==> config.mk <==
export PLATFORM = sky130hd
export DESIGN_NAME = wftt_ram
export DESIGN_NICKNAME = d
export VERILOG_FILES = /design/src/rtl/word_frequency_tally_table_unit_macros.svh /design/src/rtl/wftt_ram.sv
export SDC_FILE = /design/constraint.sdc
export NUM_CORES = 1
export LEC_CHECK = 0
export BUFFER_PORTS_ARGS = -buffer_cell sky130_fd_sc_hd__buf_4
export CORE_MARGIN = 4
export CORE_UTILIZATION = 35
export DETAILED_ROUTE_END_ITERATION = 16
export PLACE_DENSITY = 0.55
export SETUP_SLACK_MARGIN = 0.15
export SLEW_MARGIN = 40
export SYNTH_ARGS = -nofsm -noshare
export SYNTH_HDL_FRONTEND = slang
export SYNTH_SLANG_ARGS = --single-unit
==> constraint.sdc <==
create_clock -name clk -period 3.65 [get_ports clk]
set_clock_uncertainty 0.05 [all_clocks]
set_input_delay 0.365 -clock clk [delete_from_list [all_inputs] [get_ports clk]]
set_output_delay 0.365 -clock clk [all_outputs]
set_load 0.02 [all_outputs]
==> src/rtl/word_frequency_tally_table_unit_macros.svh <==
// Assertion helpers for the word tally block.
// Each expects clk and rst_n in scope.
`ifndef WORD_FREQUENCY_TALLY_TABLE_UNIT_MACROS_SVH
`define WORD_FREQUENCY_TALLY_TABLE_UNIT_MACROS_SVH

// same-cycle implication
`define WFTT_ASSERT_IMPL(name, pre, post) \
    name: assert property (@(posedge clk) disable iff (!rst_n) (pre) |-> (post)) \
        else $error("wftt: same-cycle check failed");

// next-cycle implication
`define WFTT_ASSERT_NEXT(name, pre, post) \
    name: assert property (@(posedge clk) disable iff (!rst_n) (pre) |=> (post)) \
        else $error("wftt: next-cycle check failed");

`endif

==> src/rtl/wftt_ram.sv <==
`timescale 1ns / 1ps
module wftt_ram #(
    parameter int WIDTH = 8,
    parameter int DEPTH = 16,
    localparam int AW   = $clog2(DEPTH)
) (
    input  logic             clk,
    input  logic             we,
    input  logic [AW-1:0]    waddr,
    input  logic [WIDTH-1:0] wdata,
    input  logic [AW-1:0]    raddr,
    output logic [WIDTH-1:0] rdata
);

    logic [WIDTH-1:0] mem_reg [DEPTH];
    logic [WIDTH-1:0] rdata_reg;

    always_ff @(posedge clk)
    begin
        if (we)
        begin
            mem_reg[waddr] <= wdata;
        end
        rdata_reg <= mem_reg[raddr];
    end

    assign rdata = rdata_reg;

endmodule

=== Word level (Yosys, flattened, before mapping) ===
Memory sizes are Yosys's and may differ from the RTL's. A register that Yosys moved wholly into a read port is not among the register bits.
Cells that the tools add are included.

* Memories: 1
* Bits in registers: 0
* RAM bits: 128
* Bits in latches: 0
* Memory bits (read-only): 0

{| class="wikitable"
|+ Memories
! memory !! words !! bits a word !! read ports !! clocked after memory_dff !! write ports !! line !! text
|-
| mem_reg || 16 || 8 || 1 || 1 || 1 || wftt_ram.sv:15 || <nowiki>logic [WIDTH-1:0] mem_reg [DEPTH];</nowiki>
|}

* Bitwise operators: 0
* Muxes and demuxes: 2
* Shift-type cells: 0
* Reduce and logical (&&, ||, !) cells: 0
* Equal/unequal tests: 0
* $mul: 0
* Divide/modulo/power cells: 0
* Magnitude comparators: 0
* $add $sub $neg: 0

{| class="wikitable"
|+ Operators with widths
! operator !! count
|-
| 1-bit 2-to-1 mux || 2
|}

=== Depth between registers and ports, before layout ===
* Depth in word-level cells: 2
* Mapped depth: 5
* Gate-level depth less buffers: 3

=== Worst setup path before layout ===
No wires, ideal clock.

* Path type: in2reg
* Start: input waddr[2]
* End: memory mem_reg[0][0], enable pin
* Stages: 2
* Path buffers: 0
* Setup time: 0.383 ns
* Setup slack: 1.742 ns
* Arrival time: 1.475 ns
* Cell sequence: or3b_2 -> nor3_1

{| class="wikitable"
|+ RTL lines
! what !! line !! text
|-
| start, declared || wftt_ram.sv:9 || <nowiki>input logic [AW-1:0] waddr,</nowiki>
|-
| end, declared || wftt_ram.sv:15 ||
|}

Straight into the memory's write port.

==> results by stage <==
Power:
- The internal power of the cells totals 2.881 mW.
- The cell leakage power is around 2.0 nW.
- For this design the ratio of total power to cell area is 590.2 nW/um^2.
- The total net switching power is around 0.73 mW.
- The portion of total power attributed to the clock network is around 46%.
- IR analysis of the VDD net gives a maximum drop of 0.4544 mV.
- The sequential fraction of design power is about half.
- Net switching is 20.22% of the power.
- Combinational logic is responsible for 5.0% of the overall power.

Worst setup path:
- The critical path goes through buf_4 > mux4_1 > a22oi_1 > nand2_1.
- In this run the number of cells on the critical path is 4.
- The endpoint class of the critical path is a register.
- Data arrives at the worst endpoint at approximately 2000 ps.
- Data on the critical path is required at its endpoint by 3880 ps.
- The startpoint of the worst setup timing path is raddr[0].
- The endpoint of the worst register-to-register path is rdata[0].
- Setup slack on the worst reg-to-reg path comes out at between 2000 and 2500 ps.
- The family with the most delay on the worst path is multiplexers.
- Of all nets on the critical path, the largest fanout is 32.
- The startpoint-to-endpoint class of the critical path is in -> reg.
- The reg-to-reg startpoint is mem_reg[1][0].
- The worst register-to-register path has a depth of 3.
- The endpoint of the worst setup timing path is rdata[0].
- Counting both buffers and inverters, the worst setup path holds a total of 1.
- The slowest stage of the critical path belongs to the cell sky130_fd_sc_hd__mux4_1.
- In this design, the stage delay of the slowest critical-path cell is ~650 ps.
- The kind of launch point of the worst setup path is a primary input.

Synth:
- The register bit total from synthesis is ~140.
- The number of cells produced by synthesis is approximately 230.
- The fraction of post-synthesis cell area in the top cell type by area is between 70% and 80%.
- The register area share after synthesis is between 70% and 80%.
- The largest family of logic cells by synthesized area is multiplexers.
- The post-synthesis adder-cell area fraction is 0%.
- After synthesis the cells add up to just over 5000 um^2.
- The simple-gate portion of the synthesized area is 3.184%.
- The average instance in the mapped netlist occupies approximately 22 um^2.
- The xor/xnor cell area share of the yosys netlist is 0%.
- The Yosys step of the flow raised 0 warnings.
- The synthesized netlist contains 19 unique library cells.
- The compound-gate portion of the synthesized area is under 10%.
- The library cell occupying the most area in the post-synthesis netlist is sky130_fd_sc_hd__edfxtp_1.
- The number of nets in the synthesized netlist is approximately 250.
- By area the synthesized netlist is led by sky130_fd_sc_hd__edfxtp_1, sky130_fd_sc_hd__mux4_2, sky130_fd_sc_hd__mux4_1.
- Multiplexer cells account for between 10% and 20% of the synthesized area.

Drt:
- The detail route stage leaves a number of antenna-violating nets equal to 0.
- The final route contains 2380 vias.
- The detailed router finished its first iteration with around 240 violations.
- Summed over all nets, wire length on met3 after detailed routing comes to 614 um.
- The detailed-route DRC error count is 0.
- For this block, wires on met1 add up to roughly 4700 um.
- The sum of routed wire length over all layers is ~10000 um.
- The number of detailed-routing iterations run before antenna repair is 6.
- The highest routed metal layer is met4.
- After detailed routing, the average wire length per cell comes to approximately 22 um.
- Detailed routing placed a total of 4897 um of wire on met2.
- The via density per instance is about 5.1.

STA:
- The number of slew-limit violations in the final report was 0.
- Setup violations remaining at the end of the flow were counted as 0.
- The count of endpoints failing hold in the final timing report was 0.
- The worst slew margin relative to its limit is 45.00%.
- The least setup slack across all paths after layout is about 1900 ps.
- Derived from the worst setup path, the maximum achievable clock frequency is between 0.5 and 0.6 GHz.
- The final critical-path required period is about 1700 ps.
- The worst path uses around 47% of the clock period.
- The final setup TNS is 0 ps.
- The transition time of the tightest slew-check pin is slightly above 800 ps.
- Setup repair after global routing left no endpoint under its margin.

Placed design:
- Summing all placed instances gives a cell area of roughly 5500 um^2.
- The detailed-placement wirelength estimate is roughly 6300 um.
- Including well taps, the total number of placed cells is between 400 and 500.
- Timing analysis after detailed placement gives a worst setup slack of around 1500 ps.
- The total of buffers placed on input and output ports is 25.
- The final weighted congestion in routability-driven placement is roughly 0.70.

Die:
- The count of pins on the block boundary is 26.
- For this configuration, the core starts out at a cell density of between 30 and 40%.
- The horizontal die dimension is ~130 um.
- In this run the vertical extent of the chip is between 100 and 150 um.
- The core region is approximately 14000 um^2.
- The die area is 16710 um^2.
- The number of rows in the core area is 44.

CTS:
- For this design, the CTS-stage hold fixing added 0 buffers.
- The clock passes through at most 2 buffers.
- The H-tree generated during clock tree synthesis spans 4 levels.
- The CTS tree is yes.
- The total setup buffers inserted after CTS is 0.
- The clock root buffer master is sky130_fd_sc_hd__clkbuf_16.
- The clock latency on the worst-skew pair is roughly 400 ps.
- The clock sink total is around 140.
- TritonCTS created 17 clock buffers.
- In this run, post-CTS repair resized a total of 0 instances.
- After clock tree synthesis, the clock-pin slew on the worst setup and hold paths is 60 ps.

Finish:
- The final net count is 284.
- The register with the most flip-flops in the layout has ~130 of them.
- Cells with a size suffix above 1 make up a little under a third of the layout.
- The number of inserted filler cells in the final layout is roughly 1.3k.
- The area growth from synthesis to final layout is 18.86%.
- The total non-filler cell area in the finished layout is 6118 um^2.
- The final non-filler cell total is between 400 and 500.
- The repair_antennas step left the layout with diodes totalling 0.

Hold path:
- The min-delay analysis places its worst path in the category in -> reg.
- Counting instances, the worst hold path has a depth of 1.
- The worst hold path begins at wdata[5].

GRT:
- The via count of the first global-routing pass is between 2k and 2.5k.
- Across every metal layer, demand over resource in global routing totals about an eighth.
- The first-pass GRT wire length is around 15000 um.
- The number of antenna violations at the first check in global routing is 0.
- Entering global routing, the biggest net connects 33 pins.
- The total congestion overflow is 0.

Run status:
- The run finished with clean final reports.

Run:
- The tool flagged a number of max-cap violations equal to 0.
[power by group through the flow]
stage               registers, mW  clock network (mW)  logic [mW]
global route                 1.76                1.76       0.197
floorplan                    1.80                   0      0.0886
global placement             1.79                   0       0.180
CTS                          1.76                1.69       0.184
detailed placement           1.79                   0       0.184
finish                       1.76                1.67       0.181
[how the worst min path moves through the flow]
stage	endpoint
after floorplan	mem_reg[0][0]
after global placement	rdata[0]
after detailed placement	rdata[5]
after CTS	mem_reg[14][5]
after global routing	mem_reg[6][4]
final	mem_reg[11][5]
[metrics by stage]
step	total power, mW	hold WS [ps]	util (%)
after global routing	3.719	236.7	42.26
after global placement	1.971	611.5	38.00
after CTS	3.633	224.5	42.14
after detailed placement	1.975	623.2	38.10
after floorplan	1.887	413.9	-
final	3.611	236.9	42.26
[Yosys cell counts (all sizes together)]
cell type      number
a22oi              16
and2                1
and2b               1
buf                 7
clkdlybuf4s25       3
dfxtp               8
edfxtp            128
mux4               32
nand2               9
nand2b              2
nand3               1
nand3b              2
nor2               13
nor2b               1
nor3                4
or3b                1
[metal layers]
| layer | vias to the layer above | global-route usage, % |
|---|---|---|
| li1 | 1049 | - |
| met1 | 1260 | 18.48 |
| met2 | 63 | 20.58 |
| met3 | 8 | 3.916 |
| met4 | 0 | 3.150 |
| met5 | - | 0 |
[logic make-up (layout without fill, tap and decap cells)]
logic type,after synthesis,in the layout
DFF,136,136
AOI/OAI and AO/OA,16,16
muxes,32,32
and+or+nand+nor,35,35
buffers and inverters,10,60
[final cells by class]
class | count | area (um^2) | share of cell area (%)
clock inverter | 15 | 160.2 | 2.618
tap | 184 | 230.2 | 3.763
clock buffer | 17 | 425.4 | 6.953
multi-input combinational | 83 | 1089 | 17.79
sequential | 136 | 4004 | 65.44
timing repair buffer | 28 | 210.2 | 3.436
[placed cells by master, fill, tap and decap left out, drive strengths merged]
cell and count:
clkinv 8, mux4 32, a22oi 16, nand3b 2
bufinv 3, and2 1, nand3 1, or3b 1
nor3 4, clkbuf 17, dfxtp 8, nand2b 2
nand2 9, nor2b 1, edfxtp 128, buf 28
clkinvlp 4, nor2 13, and2b 1
(Power assumes the default switching activity.)
